$ cat src/sv/voxel_column_grid_store_macros.svh
// Assertion macros used by the request sequencer of the voxel column grid store RTL.
`ifndef VOXEL_COLUMN_GRID_STORE_MACROS_SVH
`define VOXEL_COLUMN_GRID_STORE_MACROS_SVH

// Consequent must hold in the same cycle as the antecedent.
`define VCGS_ASSERT_HOLDS(label, clk, rst, ante, cons, msg) \
   label: assert property (@(posedge clk) disable iff (rst) (ante) |-> (cons)) \
      else $error(msg);

// Consequent must hold in the cycle after the antecedent.
`define VCGS_ASSERT_NEXT(label, clk, rst, ante, cons, msg) \
   label: assert property (@(posedge clk) disable iff (rst) (ante) |=> (cons)) \
      else $error(msg);

`endif

$ cat src/sv/vcgs_pkg.sv
// Shared constants, types and helper functions of the voxel column grid store.
package vcgs_pkg;

   localparam int GRID_WIDTH  = 16;
   localparam int GRID_HEIGHT = 16;
   localparam int GRID_DEPTH  = 16;
   localparam int TILE_BITS   = 8;

   localparam int PLANE      = GRID_WIDTH * GRID_HEIGHT;
   localparam int CELL_COUNT = PLANE * GRID_DEPTH;
   localparam int ADDR_BITS  = (CELL_COUNT > 1) ? $clog2(CELL_COUNT) : 1;

   // Fixed widths of the beat fields.
   localparam int COORD_BITS   = 4;
   localparam int TILE_FLD     = 8;
   localparam int SURF_BITS    = 5;
   localparam int RUN_NUM_BITS = 3;

   localparam int MAX_RUNS  = 8;
   localparam int CNT_BITS  = $clog2(MAX_RUNS + 1);
   localparam int ZCNT_BITS = $clog2(GRID_DEPTH + 1);

   localparam logic signed [SURF_BITS-1:0] SURF_NONE = -5'sd1;
   localparam logic [COORD_BITS-1:0] LAST_LVL = COORD_BITS'(GRID_DEPTH - 1);

   typedef logic [TILE_BITS-1:0]  tile_type;
   typedef logic [ADDR_BITS-1:0]  addr_type;
   typedef logic [COORD_BITS-1:0] coord_type;

   typedef enum logic [2:0] {
      MODE_READ    = 3'd0,
      MODE_WRITE   = 3'd1,
      MODE_SURFACE = 3'd2,
      MODE_EMPTY   = 3'd3,
      MODE_FILLED  = 3'd4,
      MODE_CLEAR   = 3'd5
   } mode_type;

   typedef struct packed {
      logic     rd_en;
      logic     wr_en;
      addr_type addr;
      tile_type wdata;
   } mem_req_type;

   typedef struct packed {
      mode_type            mode;
      coord_type           coord_x;
      coord_type           coord_y;
      coord_type           coord_z;
      logic [TILE_FLD-1:0] tile_in;
   } req_type;

   typedef struct packed {
      logic [TILE_FLD-1:0]         tile_out;
      logic signed [SURF_BITS-1:0] surface_level;
      logic                        range_valid;
      coord_type                   range_start;
      coord_type                   range_end;
      logic [RUN_NUM_BITS-1:0]     range_number;
      logic                        last;
   } res_type;

   function automatic logic col_in_grid(coord_type x, coord_type y);
      return (32'(x) < GRID_WIDTH) && (32'(y) < GRID_HEIGHT);
   endfunction

   function automatic addr_type cell_addr(coord_type x, coord_type y, coord_type z);
      return ADDR_BITS'(32'(z) * PLANE + 32'(y) * GRID_WIDTH + 32'(x));
   endfunction

endpackage

$ cat src/sv/vcgs_out_reg.sv
// Result output register that decouples the sequencer from the response channel.
module vcgs_out_reg (
   input  logic              clock,
   input  logic              reset,
   input  logic              push,
   input  vcgs_pkg::res_type res,
   output logic              out_free,
   output logic              rsp_tvalid,
   input  logic              rsp_tready,
   output vcgs_pkg::res_type rsp_res
);

   logic              valid_ff;
   logic              valid_in;
   vcgs_pkg::res_type res_ff;

   assign out_free = !valid_ff || rsp_tready;
   assign valid_in = push || (valid_ff && !rsp_tready);

   always_ff @(posedge clock) begin
      if (reset) begin
         valid_ff <= 1'b0;
      end else begin
         valid_ff <= valid_in;
      end
   end

   always_ff @(posedge clock) begin
      if (push) begin
         res_ff <= res;
      end
   end

   assign rsp_tvalid = valid_ff;
   assign rsp_res    = res_ff;

endmodule

$ cat config.mk
export PLATFORM = sky130hd
export DESIGN_NAME = vcgs_out_reg
export DESIGN_NICKNAME = d
export VERILOG_FILES = /design/src/sv/voxel_column_grid_store_macros.svh /design/src/sv/vcgs_pkg.sv /design/src/sv/vcgs_out_reg.sv
export SDC_FILE = /design/constraint.sdc
export NUM_CORES = 1
export LEC_CHECK = 0
export ABC_AREA = 0
export BUFFER_PORTS_ARGS = -buffer_cell sky130_fd_sc_hd__buf_4
export CORE_ASPECT_RATIO = 0.6
export CORE_MARGIN = 2
export CORE_UTILIZATION = 25
export DETAILED_ROUTE_END_ITERATION = 10
export GPL_TIMING_DRIVEN = 0
export PLACE_DENSITY_LB_ADDON = 0.08
export SLEW_MARGIN = 30
export SYNTH_ARGS = -nofsm -noshare
export SYNTH_HDL_FRONTEND = slang
export SYNTH_SLANG_ARGS = --single-unit
$ cat constraint.sdc
create_clock -name clock -period 0.8 [get_ports clock]
set_input_delay 0.16 -clock clock [delete_from_list [all_inputs] [get_ports clock]]
set_output_delay 0.16 -clock clock [all_outputs]
set_load 0.02 [all_outputs]
# Word level (Yosys, flattened, before mapping)
# Cells that the tools add are included.
dict set report op_classes {
  n_reduce_logical 5
}
# cell count
set op_table {}
lappend op_table {{$logic_not 1->1} 2}
lappend op_table {{$logic_or 1x1->1} 2}
lappend op_table {{$logic_and 1x1->1} 1}
dict set report totals {
  reg_bits 27
  in_bits 30
  output_inout_bits 28
}

# Logic depth before layout (Yosys ltp)
dict set report depth {
  depth_word 3
  mapped_depth 2
  mapped_depth_nobuf 2
}

# Worst setup path after synthesis
# No wires, ideal clock.
dict set report synth_path {
  path_kind {flip-flop to flip-flop}
  from {register valid_ff (netlist: rsp_tvalid)}
  to {register valid_ff (netlist: rsp_tvalid)}
  setup_time_ps 66
  arrival_ps 707
  t_required_ps 734
  path_slack_ps 26
  stages_incl_launch_ff 3
  synth_period_minus_slack_ps 774
  cell_sequence {dfxtp_1 nand2b_4 a21oi_2}
}
dict set report synth_via {
  elab_chain_cells 2
}
# item line
set synth_lines {}
lappend synth_lines {{from (decl)} vcgs_out_reg.sv:13} ;# logic valid_ff;
lappend synth_lines {{from (signal assigned)} vcgs_out_reg.sv:24} ;# valid_ff <= valid_in;
lappend synth_lines {{$logic_and 1x1->1} vcgs_out_reg.sv:18} ;# assign valid_in = push || (valid_ff && !rsp_tready);
lappend synth_lines {{$logic_or 1x1->1} vcgs_out_reg.sv:18}
# Every way passes these cells.
# A chain may end at the register's enable or synchronous reset.

# Worst setup path after layout
dict set report layout_path {
  from {register res_ff, in the netlist rsp_res[1]}
  to {output rsp_res[1] in the netlist's numbering}
}
# item line
set layout_lines {}
lappend layout_lines {{from (decl)} vcgs_out_reg.sv:15} ;# vcgs_pkg::res_type res_ff;
lappend layout_lines {{from (signal assigned)} vcgs_out_reg.sv:30} ;# res_ff <= res;
lappend layout_lines {{to (decl)} vcgs_out_reg.sv:10} ;# output vcgs_pkg::res_type rsp_res
# No word-level cell between the ends.

==> reports/metrics.yaml <==
outcome:
  status: "complete, but fails checks"
  violations: "setup timing"
timing:
  fin_ws_ns: -0.1725
  setup_tns_ns: -4.242
  slew_headroom_pct: 77.72
  tightest_slew_ns: 0.3342
  setup_viol: 28
  min_period_ns: 0.9725
  finClkSkew_ns: 0
  maxSlewViolCount: 0
  hold_viol: 0
  rsz0062_at_grt: "yes"
  post-route-period-util_pct: 121.6
  fmax_mhz: 1028
clock_network:
  clock_latency_ns: 0.26
  cts_max_level: 1
  cts_buffers: 3
  cts.sinks: 27
  clk_pin_slew_ns: 0.09
  cts_tree: "built"
  cts-root-to-sink-buffers: 2
  cts_root_buf: "clkbuf_8"
  hold_buffers: 0
grt:
  antenna_found_initial: 0
  track_usage_pct: 8.134
  grt_overflow: 0
  first_global_vias: 492
  grt_pass1_wl_mm: 2.352
  grt_max_degree: 28
finish:
  final_nets: 123
  drive_above_1_share_pct: 69.57
  layout-area-overhead-vs-synth_pct: 77.31
  antenna_cells: 0
  final_util_pct: 45.78
setup_path:
  arrival_ns: 0.81
  critPathCaptureType: "output pin"
  max_stage_delay_ns: 0.40
  critPathTopFamily: "flip-flops"
  cp_slowest_cell: "edfxtp_1"
  timing.rr.end: "rsp_tvalid$_SDFF_PP0_"
  worstSetupStartpoint: "rsp_res[1]$_DFFE_PP_"
  cp.required_ns: 0.64
  path_cells: "buf_6"
  crit_fanout: 1
  cp-start-kind: "flip-flop"
  crit_type: "reg -> out"
  rr_worst_depth: 3
  r2r_setup_slack_ns: 0.08
  crit_buf_inv: 1
  worstReg2RegStart: "rsp_tvalid$_SDFF_PP0_"
drt:
  drtIter0Drc: 19
  vias: 499
  ant_nets: 0
  wl_per_cell_um: 11.12
  drc_errors: 0
  vias_per_cell: 3.642
  firstDrtPassIters: 2
  routed_wirelength_mm: 1.524
logic_synthesis:
  syn_inst: 30
  ys.flop_type: "edfxtp_1"
  synth_warnings: 0
  synth_seq_cells: 27
  synth_area_leaders: "edfxtp_1 (94%), dfxtp_1 (2.4%), nand2b_4 (1.7%), a21oi_2 (1.1%), inv_1 (0.45%)"
  synthArstFlopShare_pct: 0
  syn_area_um2: 827.0
  yosysTopAreaCellShare_pct: 94.40
  yosysMostFrequentCell: "edfxtp_1"
  synth_nets: 60
  ys_seq_area_share_pct: 96.82
  synthTopCellsByCount: "edfxtp_1 (26), a21oi_2 (1), dfxtp_1 (1), inv_1 (1), nand2b_4 (1)"
  synth_top_cell_by_area: "edfxtp_1"
  synth-edff-count: 26
  syn_area_per_cell_um2: 27.57
  ys_types: 5
floorplanning:
  ios: 58
  core_area_um2: 3203
  initial_core_util_pct: 25.82
  fp-row-count: 16
  dieHeight_um: 48.55
  die_w_um: 78.26
  dieArea_um2: 3799
placement:
  io_buffers: 57
  gp_congestion: 0.6099
pwr:
  power_density_nw_per_um2: 2028
  p_total_uw: 2973
  leakagePower_uw: 0.0006122
  ir_drop_v: 0.001147
hold_path:
  hold_end: "rsp_tvalid$_SDFF_PP0_"
  hold_class: "in -> reg"
  hp-start: "reset"
  min_path_cells: 2
job:
  cap_violations: 0
cells by family after synthesis:
family	synth area share, %
compound gates	1.059
flops	96.82
buf+inv	0.4534
simple gates	1.664
layout by cell type, fill, tap and decap left out:
cell type  netlist  routed
a21oi_2          1       1
buf_4            0      31
buf_6            0      27
clkbuf_1         0       1
clkbuf_8         0       3
dfxtp_2          0       1
edfxtp_1        26      26
inv_1            1       1
nand2b_4         1       1
stage by stage:
step                      area (µm²)  cells  setup slack (ns)  hold WS (ns)
after floorplan                827.0     30           0.02649        0.2224
after global placement          1311    132          -0.02781        0.3168
after detailed placement        1311    132          -0.03656        0.3217
after CTS                       1451    137           -0.1831       0.02196
after global routing            1466    137           -0.2114       0.01715
final                           1466    137           -0.1725       0.03096
metal layers:
metal	vias to the layer above	track usage, %	wire (µm)
met5	-	0	0
met3	2	2.985	72
met2	21	14.08	830
met4	0	2.632	20
met1	236	9.432	601
li1	240	-	-
worst max path at each step:
stage                                 end  cells past startpoint
floorplan           rsp_tvalid$_SDFF_PP0_                      2
global placement    rsp_res[20]$_DFFE_PP_                      1
detailed placement  rsp_res[18]$_DFFE_PP_                      1
CTS                            rsp_res[1]                      1
global route                  rsp_res[21]                      1
finish                         rsp_res[1]                      1
report_power, final:
part | switching, µW | internal, µW | total (µW)
sequential | 48.7 | 1670 | 1720
combinational | 224 | 290 | 514
clock | 382 | 355 | 737
worst register-to-register path: stages (launching register included):
cell,delay [ns]
dfxtp_2,0.36
nand2b_4,0.06
buf_4,0.13
a21oi_2,0.11
final cells by class:
class	instances	area, µm²
fillers	303	1737
repair buffers	58	536.8
multi-input cells	2	22.52
well taps	45	56.30
inverters	1	3.754
clock buffers	4	45.04
flip-flops and latches	27	802.0
sequential cells by signal (all words and copies together) (netlist names):
signal	cells
rsp_tvalid	1
rsp_res	26
timing repair:
item / CTS / global route
resized for setup: 24 / 4
setup endpoints to repair: 28 / 28
setup buffers: 1 / 0
(Power assumes the default switching activity.)
