==> src/sv/voxel_column_grid_store_macros.svh <==
// Assertion macros used by the request sequencer of the voxel column grid store RTL.
`ifndef VOXEL_COLUMN_GRID_STORE_MACROS_SVH
`define VOXEL_COLUMN_GRID_STORE_MACROS_SVH

// Consequent must hold in the same cycle as the antecedent.
`define VCGS_ASSERT_HOLDS(label, clk, rst, ante, cons, msg) \
   label: assert property (@(posedge clk) disable iff (rst) (ante) |-> (cons)) \
      else $error(msg);

// Consequent must hold in the cycle after the antecedent.
`define VCGS_ASSERT_NEXT(label, clk, rst, ante, cons, msg) \
   label: assert property (@(posedge clk) disable iff (rst) (ante) |=> (cons)) \
      else $error(msg);

`endif

==> src/sv/vcgs_pkg.sv <==
// Shared constants, types and helper functions of the voxel column grid store.
package vcgs_pkg;

   localparam int GRID_WIDTH  = 16;
   localparam int GRID_HEIGHT = 16;
   localparam int GRID_DEPTH  = 16;
   localparam int TILE_BITS   = 8;

   localparam int PLANE      = GRID_WIDTH * GRID_HEIGHT;
   localparam int CELL_COUNT = PLANE * GRID_DEPTH;
   localparam int ADDR_BITS  = (CELL_COUNT > 1) ? $clog2(CELL_COUNT) : 1;

   // Fixed widths of the beat fields.
   localparam int COORD_BITS   = 4;
   localparam int TILE_FLD     = 8;
   localparam int SURF_BITS    = 5;
   localparam int RUN_NUM_BITS = 3;

   localparam int MAX_RUNS  = 8;
   localparam int CNT_BITS  = $clog2(MAX_RUNS + 1);
   localparam int ZCNT_BITS = $clog2(GRID_DEPTH + 1);

   localparam logic signed [SURF_BITS-1:0] SURF_NONE = -5'sd1;
   localparam logic [COORD_BITS-1:0] LAST_LVL = COORD_BITS'(GRID_DEPTH - 1);

   typedef logic [TILE_BITS-1:0]  tile_type;
   typedef logic [ADDR_BITS-1:0]  addr_type;
   typedef logic [COORD_BITS-1:0] coord_type;

   typedef enum logic [2:0] {
      MODE_READ    = 3'd0,
      MODE_WRITE   = 3'd1,
      MODE_SURFACE = 3'd2,
      MODE_EMPTY   = 3'd3,
      MODE_FILLED  = 3'd4,
      MODE_CLEAR   = 3'd5
   } mode_type;

   typedef struct packed {
      logic     rd_en;
      logic     wr_en;
      addr_type addr;
      tile_type wdata;
   } mem_req_type;

   typedef struct packed {
      mode_type            mode;
      coord_type           coord_x;
      coord_type           coord_y;
      coord_type           coord_z;
      logic [TILE_FLD-1:0] tile_in;
   } req_type;

   typedef struct packed {
      logic [TILE_FLD-1:0]         tile_out;
      logic signed [SURF_BITS-1:0] surface_level;
      logic                        range_valid;
      coord_type                   range_start;
      coord_type                   range_end;
      logic [RUN_NUM_BITS-1:0]     range_number;
      logic                        last;
   } res_type;

   function automatic logic col_in_grid(coord_type x, coord_type y);
      return (32'(x) < GRID_WIDTH) && (32'(y) < GRID_HEIGHT);
   endfunction

   function automatic addr_type cell_addr(coord_type x, coord_type y, coord_type z);
      return ADDR_BITS'(32'(z) * PLANE + 32'(y) * GRID_WIDTH + 32'(x));
   endfunction

endpackage

==> src/sv/vcgs_ctrl.sv <==
// Request sequencer: clearing sweeps, cell access and pipelined column scans.
`include "voxel_column_grid_store_macros.svh"

module vcgs_ctrl (
   input  logic                   clock,
   input  logic                   reset,
   input  logic                   req_valid,
   output logic                   req_ready,
   input  vcgs_pkg::req_type      req,
   input  logic [7:0]             empty_code,
   output vcgs_pkg::mem_req_type  mreq,
   input  vcgs_pkg::tile_type     rd_data,
   input  logic                   out_free,
   output logic                   push,
   output vcgs_pkg::res_type      res
);

   typedef enum logic [3:0] {
      ST_SWEEP = 4'b0001,
      ST_IDLE  = 4'b0010,
      ST_SCAN  = 4'b0100,
      ST_FIN   = 4'b1000
   } state_type;

   state_type state_ff, state_in;
   vcgs_pkg::addr_type sweep_ff, sweep_in;
   vcgs_pkg::tile_type fill_ff, fill_in;
   vcgs_pkg::mode_type mode_ff, mode_in;
   vcgs_pkg::coord_type x_ff, x_in, y_ff, y_in;
   logic loc_ok_ff, loc_ok_in;
   logic [vcgs_pkg::ZCNT_BITS-1:0] z_issue_ff, z_issue_in;
   logic eval_valid_ff, eval_valid_in;
   vcgs_pkg::coord_type z_eval_ff, z_eval_in;
   logic open_ff, open_in;
   vcgs_pkg::coord_type start_ff, start_in;
   logic [vcgs_pkg::CNT_BITS-1:0] count_ff, count_in;
   logic signed [vcgs_pkg::SURF_BITS-1:0] surf_ff, surf_in;
   logic pend_valid_ff, pend_valid_in;
   vcgs_pkg::res_type pend_ff, pend_in;

   vcgs_pkg::tile_type  empty_val;
   vcgs_pkg::coord_type start_cur;
   vcgs_pkg::coord_type gen_start;
   vcgs_pkg::coord_type gen_end;
   logic accept, filled, match, is_range, last_cell, gen, stall, done;
   logic in_scan_fin;
   logic count_ok;

   assign empty_val = vcgs_pkg::TILE_BITS'(empty_code);
   assign accept    = req_valid && req_ready;
   assign filled    = loc_ok_ff && (rd_data != empty_val);
   assign match     = (filled == (mode_ff == vcgs_pkg::MODE_FILLED));
   assign is_range  = (mode_ff == vcgs_pkg::MODE_EMPTY) || (mode_ff == vcgs_pkg::MODE_FILLED);
   assign last_cell = (z_eval_ff == vcgs_pkg::LAST_LVL);
   assign start_cur = open_ff ? start_ff : z_eval_ff;

   // A run closes when the level that ends it is evaluated, or at the top of the column.
   always_comb begin
      gen       = 1'b0;
      gen_start = start_cur;
      gen_end   = vcgs_pkg::LAST_LVL;
      if (eval_valid_ff && is_range) begin
         if (match) begin
            gen = last_cell;
         end else if (open_ff) begin
            gen       = 1'b1;
            gen_start = start_ff;
            gen_end   = z_eval_ff - 1'b1;
         end
      end
   end

   assign stall = (state_ff == ST_SCAN) && gen && pend_valid_ff && !out_free;

   always_comb begin
      state_in      = state_ff;
      sweep_in      = sweep_ff;
      fill_in       = fill_ff;
      mode_in       = mode_ff;
      x_in          = x_ff;
      y_in          = y_ff;
      loc_ok_in     = loc_ok_ff;
      z_issue_in    = z_issue_ff;
      eval_valid_in = eval_valid_ff;
      z_eval_in     = z_eval_ff;
      open_in       = open_ff;
      start_in      = start_ff;
      count_in      = count_ff;
      surf_in       = surf_ff;
      pend_valid_in = pend_valid_ff;
      pend_in       = pend_ff;
      mreq          = '0;
      push          = 1'b0;
      res           = '0;
      done          = 1'b0;
      req_ready     = (state_ff == ST_IDLE);

      unique case (state_ff)
         ST_SWEEP: begin
            mreq.wr_en = 1'b1;
            mreq.addr  = sweep_ff;
            mreq.wdata = fill_ff;
            sweep_in   = sweep_ff + 1'b1;
            if (sweep_ff == vcgs_pkg::ADDR_BITS'(vcgs_pkg::CELL_COUNT - 1)) begin
               state_in = ST_IDLE;
            end
         end
         ST_IDLE: begin
            if (accept) begin
               mode_in   = req.mode;
               x_in      = req.coord_x;
               y_in      = req.coord_y;
               loc_ok_in = vcgs_pkg::col_in_grid(req.coord_x, req.coord_y);
               case (req.mode) inside
                  vcgs_pkg::MODE_READ: begin
                     loc_ok_in  = vcgs_pkg::col_in_grid(req.coord_x, req.coord_y) &&
                                  (32'(req.coord_z) < vcgs_pkg::GRID_DEPTH);
                     mreq.rd_en = 1'b1;
                     mreq.addr  = vcgs_pkg::cell_addr(req.coord_x, req.coord_y, req.coord_z);
                     state_in   = ST_FIN;
                  end
                  vcgs_pkg::MODE_WRITE: begin
                     mreq.wr_en = vcgs_pkg::col_in_grid(req.coord_x, req.coord_y) &&
                                  (32'(req.coord_z) < vcgs_pkg::GRID_DEPTH);
                     mreq.addr  = vcgs_pkg::cell_addr(req.coord_x, req.coord_y, req.coord_z);
                     mreq.wdata = vcgs_pkg::TILE_BITS'(req.tile_in);
                  end
                  vcgs_pkg::MODE_SURFACE, vcgs_pkg::MODE_EMPTY, vcgs_pkg::MODE_FILLED: begin
                     z_issue_in    = '0;
                     eval_valid_in = 1'b0;
                     open_in       = 1'b0;
                     count_in      = '0;
                     surf_in       = vcgs_pkg::SURF_NONE;
                     pend_valid_in = 1'b0;
                     state_in      = ST_SCAN;
                  end
                  vcgs_pkg::MODE_CLEAR: begin
                     fill_in  = empty_val;
                     sweep_in = '0;
                     state_in = ST_SWEEP;
                  end
                  default: begin
                  end
               endcase
            end
         end
         ST_SCAN: begin
            if (!stall) begin
               if (eval_valid_ff) begin
                  if (filled) begin
                     surf_in = $signed({1'b0, z_eval_ff});
                  end
                  open_in  = match;
                  start_in = start_cur;
                  if (gen) begin
                     count_in = count_ff + 1'b1;
                     if (pend_valid_ff) begin
                        push = 1'b1;
                        res  = pend_ff;
                     end
                     pend_in              = '0;
                     pend_in.range_valid  = 1'b1;
                     pend_in.range_start  = gen_start;
                     pend_in.range_end    = gen_end;
                     pend_in.range_number = vcgs_pkg::RUN_NUM_BITS'(count_ff);
                     pend_valid_in        = 1'b1;
                  end
                  done = last_cell ||
                         (gen && (count_ff == vcgs_pkg::CNT_BITS'(vcgs_pkg::MAX_RUNS - 1)));
               end
               if (!done && (z_issue_ff != vcgs_pkg::ZCNT_BITS'(vcgs_pkg::GRID_DEPTH))) begin
                  mreq.rd_en    = 1'b1;
                  mreq.addr     = vcgs_pkg::cell_addr(x_ff, y_ff,
                                     vcgs_pkg::COORD_BITS'(z_issue_ff));
                  z_issue_in    = z_issue_ff + 1'b1;
                  eval_valid_in = 1'b1;
                  z_eval_in     = vcgs_pkg::COORD_BITS'(z_issue_ff);
               end else begin
                  eval_valid_in = 1'b0;
               end
               if (done) begin
                  state_in = ST_FIN;
               end
            end
         end
         ST_FIN: begin
            if (out_free) begin
               push = 1'b1;
               case (mode_ff)
                  vcgs_pkg::MODE_READ: begin
                     res.tile_out = vcgs_pkg::TILE_FLD'(loc_ok_ff ? rd_data : empty_val);
                  end
                  vcgs_pkg::MODE_SURFACE: begin
                     res.surface_level = surf_ff;
                  end
                  default: begin
                     if (pend_valid_ff) begin
                        res = pend_ff;
                     end
                  end
               endcase
               res.last      = 1'b1;
               pend_valid_in = 1'b0;
               state_in      = ST_IDLE;
            end
         end
         default: begin
            state_in = ST_IDLE;
         end
      endcase
   end

   always_ff @(posedge clock) begin
      if (reset) begin
         state_ff      <= ST_SWEEP;
         sweep_ff      <= '0;
         fill_ff       <= '0;
         eval_valid_ff <= 1'b0;
         pend_valid_ff <= 1'b0;
         open_ff       <= 1'b0;
         count_ff      <= '0;
         z_issue_ff    <= '0;
      end else begin
         state_ff      <= state_in;
         sweep_ff      <= sweep_in;
         fill_ff       <= fill_in;
         eval_valid_ff <= eval_valid_in;
         pend_valid_ff <= pend_valid_in;
         open_ff       <= open_in;
         count_ff      <= count_in;
         z_issue_ff    <= z_issue_in;
      end
   end

   always_ff @(posedge clock) begin
      mode_ff   <= mode_in;
      x_ff      <= x_in;
      y_ff      <= y_in;
      loc_ok_ff <= loc_ok_in;
      z_eval_ff <= z_eval_in;
      start_ff  <= start_in;
      surf_ff   <= surf_in;
      pend_ff   <= pend_in;
   end

   assign in_scan_fin = (state_ff == ST_SCAN) || (state_ff == ST_FIN);
   assign count_ok    = (count_ff <= vcgs_pkg::CNT_BITS'(vcgs_pkg::MAX_RUNS));

   `VCGS_ASSERT_HOLDS(a_port_excl, clock, reset, mreq.rd_en, !mreq.wr_en, "read with write")
   `VCGS_ASSERT_HOLDS(a_push_free, clock, reset, push, out_free, "push into full register")
   `VCGS_ASSERT_NEXT(a_stall_hold, clock, reset, stall, $stable({z_issue_ff, pend_ff}), "scan moved")
   `VCGS_ASSERT_HOLDS(a_pend_state, clock, reset, pend_valid_ff, in_scan_fin, "stray run")
   `VCGS_ASSERT_HOLDS(a_count_max, clock, reset, 1'b1, count_ok, "run count overflow")

endmodule

==> config.mk <==
export PLATFORM = sky130hd
export DESIGN_NAME = vcgs_ctrl
export DESIGN_NICKNAME = d
export VERILOG_FILES = /design/src/sv/vcgs_pkg.sv /design/src/sv/vcgs_ctrl.sv
export VERILOG_INCLUDE_DIRS = /design/src /design/src/sv
export SDC_FILE = /design/constraint.sdc
export NUM_CORES = 1
export LEC_CHECK = 0
export BUFFER_PORTS_ARGS = -buffer_cell sky130_fd_sc_hd__buf_4
export CORE_UTILIZATION = 50
export DETAILED_ROUTE_END_ITERATION = 10
export GPL_ROUTABILITY_DRIVEN = 0
export GPL_TIMING_DRIVEN = 0
export PLACE_DENSITY_LB_ADDON = 0.12
export SLEW_MARGIN = 40
export SYNTH_ARGS = -nofsm -noshare
export SYNTH_HDL_FRONTEND = slang
export SYNTH_SLANG_ARGS = --single-unit
export TNS_END_PERCENT = 100
==> constraint.sdc <==
create_clock -name clock -period 6 [get_ports clock]
set_input_delay 0 -clock clock [delete_from_list [all_inputs] [get_ports clock]]
set_output_delay 0 -clock clock [all_outputs]
set_load 0.01 [all_outputs]
---- Word level (Yosys, flattened, before mapping) ----
Index checks and enable logic that the tools add are counted.
storage, ports and cells
  register bits ........................... 71
  output and inout port bits .............. 50
cells by class
  add/sub/neg operators ................... 8
  eq/ne operators ......................... 34
  multiplexer cells ....................... 94
  bitwise operators ....................... 6
  reductions and logical operators ........ 32
operator list
  kind                     count
  $mux W12                 9
  $mux W4                  20
  $mux W13                 5
  $mux W5                  13
  $pmux W26 S2             1
  $pmux W12 S3             1
  $pmux W8 S2              2
  $pmux W5 S2              3
  $mux W1                  27
  $mux W26                 1
  $add A12 B4 Y12          2
  $add A12 B8 Y12          2
  $pmux W12 S2             1
  $mux W22                 1
  $ne A2 B2 Y1 const B     11
  $reduce_and A7 Y1        3
  $reduce_and A6 Y1        3
  $mux W8                  2
  $pmux W4 S4              1
  $reduce_and A8 Y1        2
  $add A12 B1 Y12 const B  1
  $eq A12 B12 Y1 const B   1
  $eq A3 B2 Y1 const B     4
  $pmux W1 S2              5
  30 further kinds         53

---- Logic depth before layout (Yosys ltp) ----
  depth in word-level cells ............... 14
  gate-level depth with buffers ........... 8

---- Worst setup path before layout ----
Ideal clock, no wire load.
  path kind ............................... register to register
  start point ............................. register mode_ff[1]
  end point ............................... register pend_ff[10] (netlist bit) (enable)
  setup time .............................. 0.349 ns
  arrival time ............................ 1.881 ns
  data required time ...................... 5.651 ns
  setup slack ............................. 3.769 ns
  cell stages (with the launch flop) ...... 7
  period minus slack after synthesis ...... 2.231 ns
  cell sequence ........................... edfxtp_1 or3b_1 buf_2 o22a_1 a21boi_4 nor2_2 and3_1
on the way
  longest elaborated chain between the ends .. 9
RTL lines
  what                                                       line                              RTL
  start, declared                                            vcgs_ctrl.sv:28                   vcgs_pkg::mode_type mode_ff, mode_in;
  start signal, assigned                                     vcgs_ctrl.sv:236                  mode_ff <= mode_in;
  $eq A3 B3 Y1 / $eq A3 B2 Y1 (equally long branches)        vcgs_ctrl.sv:52, vcgs_ctrl.sv:53
  $eq A1 B1 Y1 / $logic_or A1 B1 Y1 (equally long branches)  vcgs_ctrl.sv:52, vcgs_ctrl.sv:53
  $mux W1 / $logic_and A1 B1 Y1 (equally long branches)      vcgs_ctrl.sv:63, vcgs_ctrl.sv:62
  $mux W1 (*)                                                vcgs_ctrl.sv:62                   if (eval_valid_ff && is_range) begin
  $logic_and A1 B1 Y1 (3 in a row)                           vcgs_ctrl.sv:73                   assign stall = (state_ff == ST_SCAN) && gen && pend_valid_ff && !out_free;
  $not A1 Y1 (no source line)                                -
  $reduce_and A4 Y1 (no source line) (*)                     -
  end signal, assigned                                       vcgs_ctrl.sv:243                  pend_ff <= pend_in;
  end, declared                                              vcgs_ctrl.sv:39                   vcgs_pkg::res_type pend_ff, pend_in;
Mark *: on every way between the ends. The rest lies on a longest branch, timed or not.
A chain may end at the register's enable or synchronous reset.

==> impl_metrics.tcl <==
set metrics [dict create \
    syn_inst 388 \
    r2r-start "state_ff[3]" \
    status "finished, final reports clean" \
    cap_violations 0 \
    hold_path_class "input port to flop" \
    grt_remaining_overflow 0 \
    r2r_end "surf_ff[4]" \
    synth_top_area_frac 0.2755 \
    leakage_uw 0.002078 \
    maxSlewViolCount 0 \
    drive_gt1_frac 0.2636 \
    cp.depth 9 \
    worstPathCellList "ha_1 > nand4_1 > inv_1 > a41o_1 > nor4_2 > nand2_1 > buf_2 > o21ai_0 > buf_4" \
    area_growth_pct 32.37 \
    die_h_microns 89.35 \
    fillers 593 \
    arrival_ps 2830 \
    synth_top_cell_by_area "edfxtp_1" \
    rows 31 \
    cts_buffer_depth 2 \
    cts_sinks 71 \
    worst_pin_slew_ps 799.1 \
    rsz0062_at_grt "false" \
    dp_hpwl_microns 6901 \
    cts_max_level 3 \
    initial_utilization 0.5204 \
    grt_pass1_vias 3208 \
    placed_cells 579 \
    yosys_warnings 0 \
    fin_cells 615 \
    critPathMaxFanout 10 \
    crit_path_max_incr_delay_ps 460 \
    power.ir.vdd_worst_uv 117.5 \
    cts_buffers 9 \
    cp-start-kind "flop" \
    layout_min_cycle_time_ps 2825 \
    wirelength_microns 9430 \
    io_pins 93 \
    hold_viol 0 \
    hold_end "state_ff[3]" \
    crit_family "simple AND/OR/NAND/NOR gates" \
    viasPerCell 5.462 \
    syn_avg_cell_area_sq_um 9.832 \
    synth-async-reset-ratio 0 \
    postCtsSetupRepairBufs 0 \
    clkLatencyLatePin_ps 340 \
    ys_types 60 \
    cts-root-buf "clkbuf_8" \
    nets 560 \
    slew_headroom 0.4659 \
    io_buffer_count 92 \
    drc 0 \
    criticalPathCategory "flop to output port" \
    synth_area_leaders "edfxtp_1 (28%), dfxtp_1 (19%), nor2_1 (3.6%)" \
    antenna_left 0 \
    diodes 0 \
    required_ps 6000 \
    grt_max_degree 15 \
    wl_per_cell_microns 15.33 \
    yosysSeqAreaShare 0.4644 \
    skew_ps 6.093 \
    synth_edf_count 35 \
    synthFlopType "dfxtp_1" \
    path_buf_inv 3 \
    synth.ff_latch_count 71 \
    hold_path_depth 3 \
    synthTopCellsByCount "nor2_1 (37), dfxtp_1 (36), edfxtp_1 (35)" \
    tritoncts "built" \
    clkTransAtPathRegs_ps 80 \
    synth_most_common_cell "nor2_1" \
    firstDrtPassIters 4 \
    finalCritPeriodShare 0.4708 \
    worst_r2r_path_depth 6 \
    r2r_slack_ps 3370 \
    drtIter0Drc 181 \
    core-area_sq_um 7331 \
    netlist_area_sq_um 3815 \
    tns_ps 0 \
    cp-end-kind "output port" \
    hold_path_startpoint "out_free" \
    vias 3359 \
    grt_pass1_wl_microns 14920 \
    syn-num-nets 437 \
    grt_usage 0.2506 \
    p_per_area_nw_per_um2 207.7 \
    crit_slowest_cell "edfxtp_1" \
    die-area_sq_um 7983 \
    antenna_found_initial 0 \
    finalSetupViolCount 0 \
    die_w_microns 89.35 \
    max_freq_mhz 354.0 \
]
==> report_power, final <==
group          leakage (uW)  internal (uW)  switching (uW)
combinational       0.00138           54.9            53.2
clock              0.000103            235             187
sequential         0.000599            511            8.31
==> repair_timing <==
item / in CTS / in global routing
hold buffers: 20 / 0
gates resized for setup: 0 / 0
endpoints found under the hold margin: 21 / 0
==> logic make-up (layout without fill, tap and decap cells) <==
family / count (synthesis) / after routing / share of synthesized area
AND/OR/NAND/NOR: 156 / 156 / 0.2355
flip-flops: 71 / 71 / 0.4644
multiplexers: 14 / 14 / 0.03739
buffers and inverters: 39 / 167 / 0.04001
XOR/XNOR: 23 / 23 / 0.05280
AO/OA/AOI/OAI: 79 / 79 / 0.1502
adder cells (fa/ha/maj): 6 / 6 / 0.01968
==> final cells by class <==
class                           instances  area (sq um)  area share
Clock inverter                          7         96.34     0.01908
Tap cell                               99         123.9     0.02453
Inverter                               24         90.09     0.01784
Sequential cell                        71          1772      0.3508
Buffer                                 15         62.56     0.01239
Multi-Input combinational cell        278          1891      0.3744
Clock buffer                            9         123.9     0.02453
Timing Repair Buffer                  112         890.9      0.1764
==> layer usage <==
layer / track usage / vias to the layer above / part of all wire
met3: 0.03509 / 14 / 0.052
met5: 0 / - / 0
met1: 0.3023 / 1582 / 0.41
li1: - / 1651 / -
met2: 0.4365 / 112 / 0.52
met4: 0.1284 / 0 / 0.015
==> metrics by stage <==
| step | utilization | area [sq um] | hold slack (ps) | power, uW | setup WS, ps |
|---|---|---|---|---|---|
| after global placement | 0.6315 | 4629 | 190.2 | 625.5 | 3436 |
| after global routing | 0.6889 | 5050 | 128.4 | 1083 | 2944 |
| after detailed placement | 0.6315 | 4629 | 190.6 | 627.8 | 3375 |
| after floorplan | - | 3815 | 98.87 | 578.5 | 3769 |
| after CTS | 0.6889 | 5050 | 98.09 | 1053 | 3138 |
| final | 0.6889 | 5050 | 120.9 | 1049 | 3175 |
==> worst register-to-register path: stages, from the launching register on <==
cell and delay (ps):
dfxtp_1 380, nor4b_4 510, nand2_1 170, inv_2 280, nand2b_1 150, clkbuf_1 280, a21oi_1 500
==> state kept, by name, summed over array words and instances (netlist names) <==
register and cells:
sweep_ff 12, pend_ff 11, fill_ff 8, surf_ff 5, z_issue_ff 5, count_ff 4
start_ff 4, state_ff 4, x_ff 4, y_ff 4, z_eval_ff 4, mode_ff 3
eval_valid_ff 1, open_ff 1, pend_valid_ff 1
==> layout by cell type (no fill, tap or decap), drive strengths merged, types with 4 or more instances in the layout <==
cell         instances
buf                 97
ha                   6
nand2b               5
a22oi               12
nand3               11
nor3                 8
dlygate4sd3         20
or2                  4
and3                 5
inv                 25
nor2                38
and2                21
xor2                10
nor4b                4
a21oi               12
xnor2               13
edfxtp              35
nand4               15
dfxtp               36
nand2               26
mux2i               12
a22o                 9
nor2b                5
clkbuf              19
o21ai               22
==> worst max path at each step <==
stage,start,slack [ps],endpoint
after CTS,z_eval_ff[0],3140,mreq[18]
after global routing,z_eval_ff[0],2940,mreq[17]
after global placement,state_ff[3],3440,surf_ff[0]
final,z_eval_ff[0],3170,mreq[18]
after floorplan,mode_ff[1],3770,pend_ff[10]
after detailed placement,state_ff[1],3370,surf_ff[1]
Power figures use the tool's default switching activity.
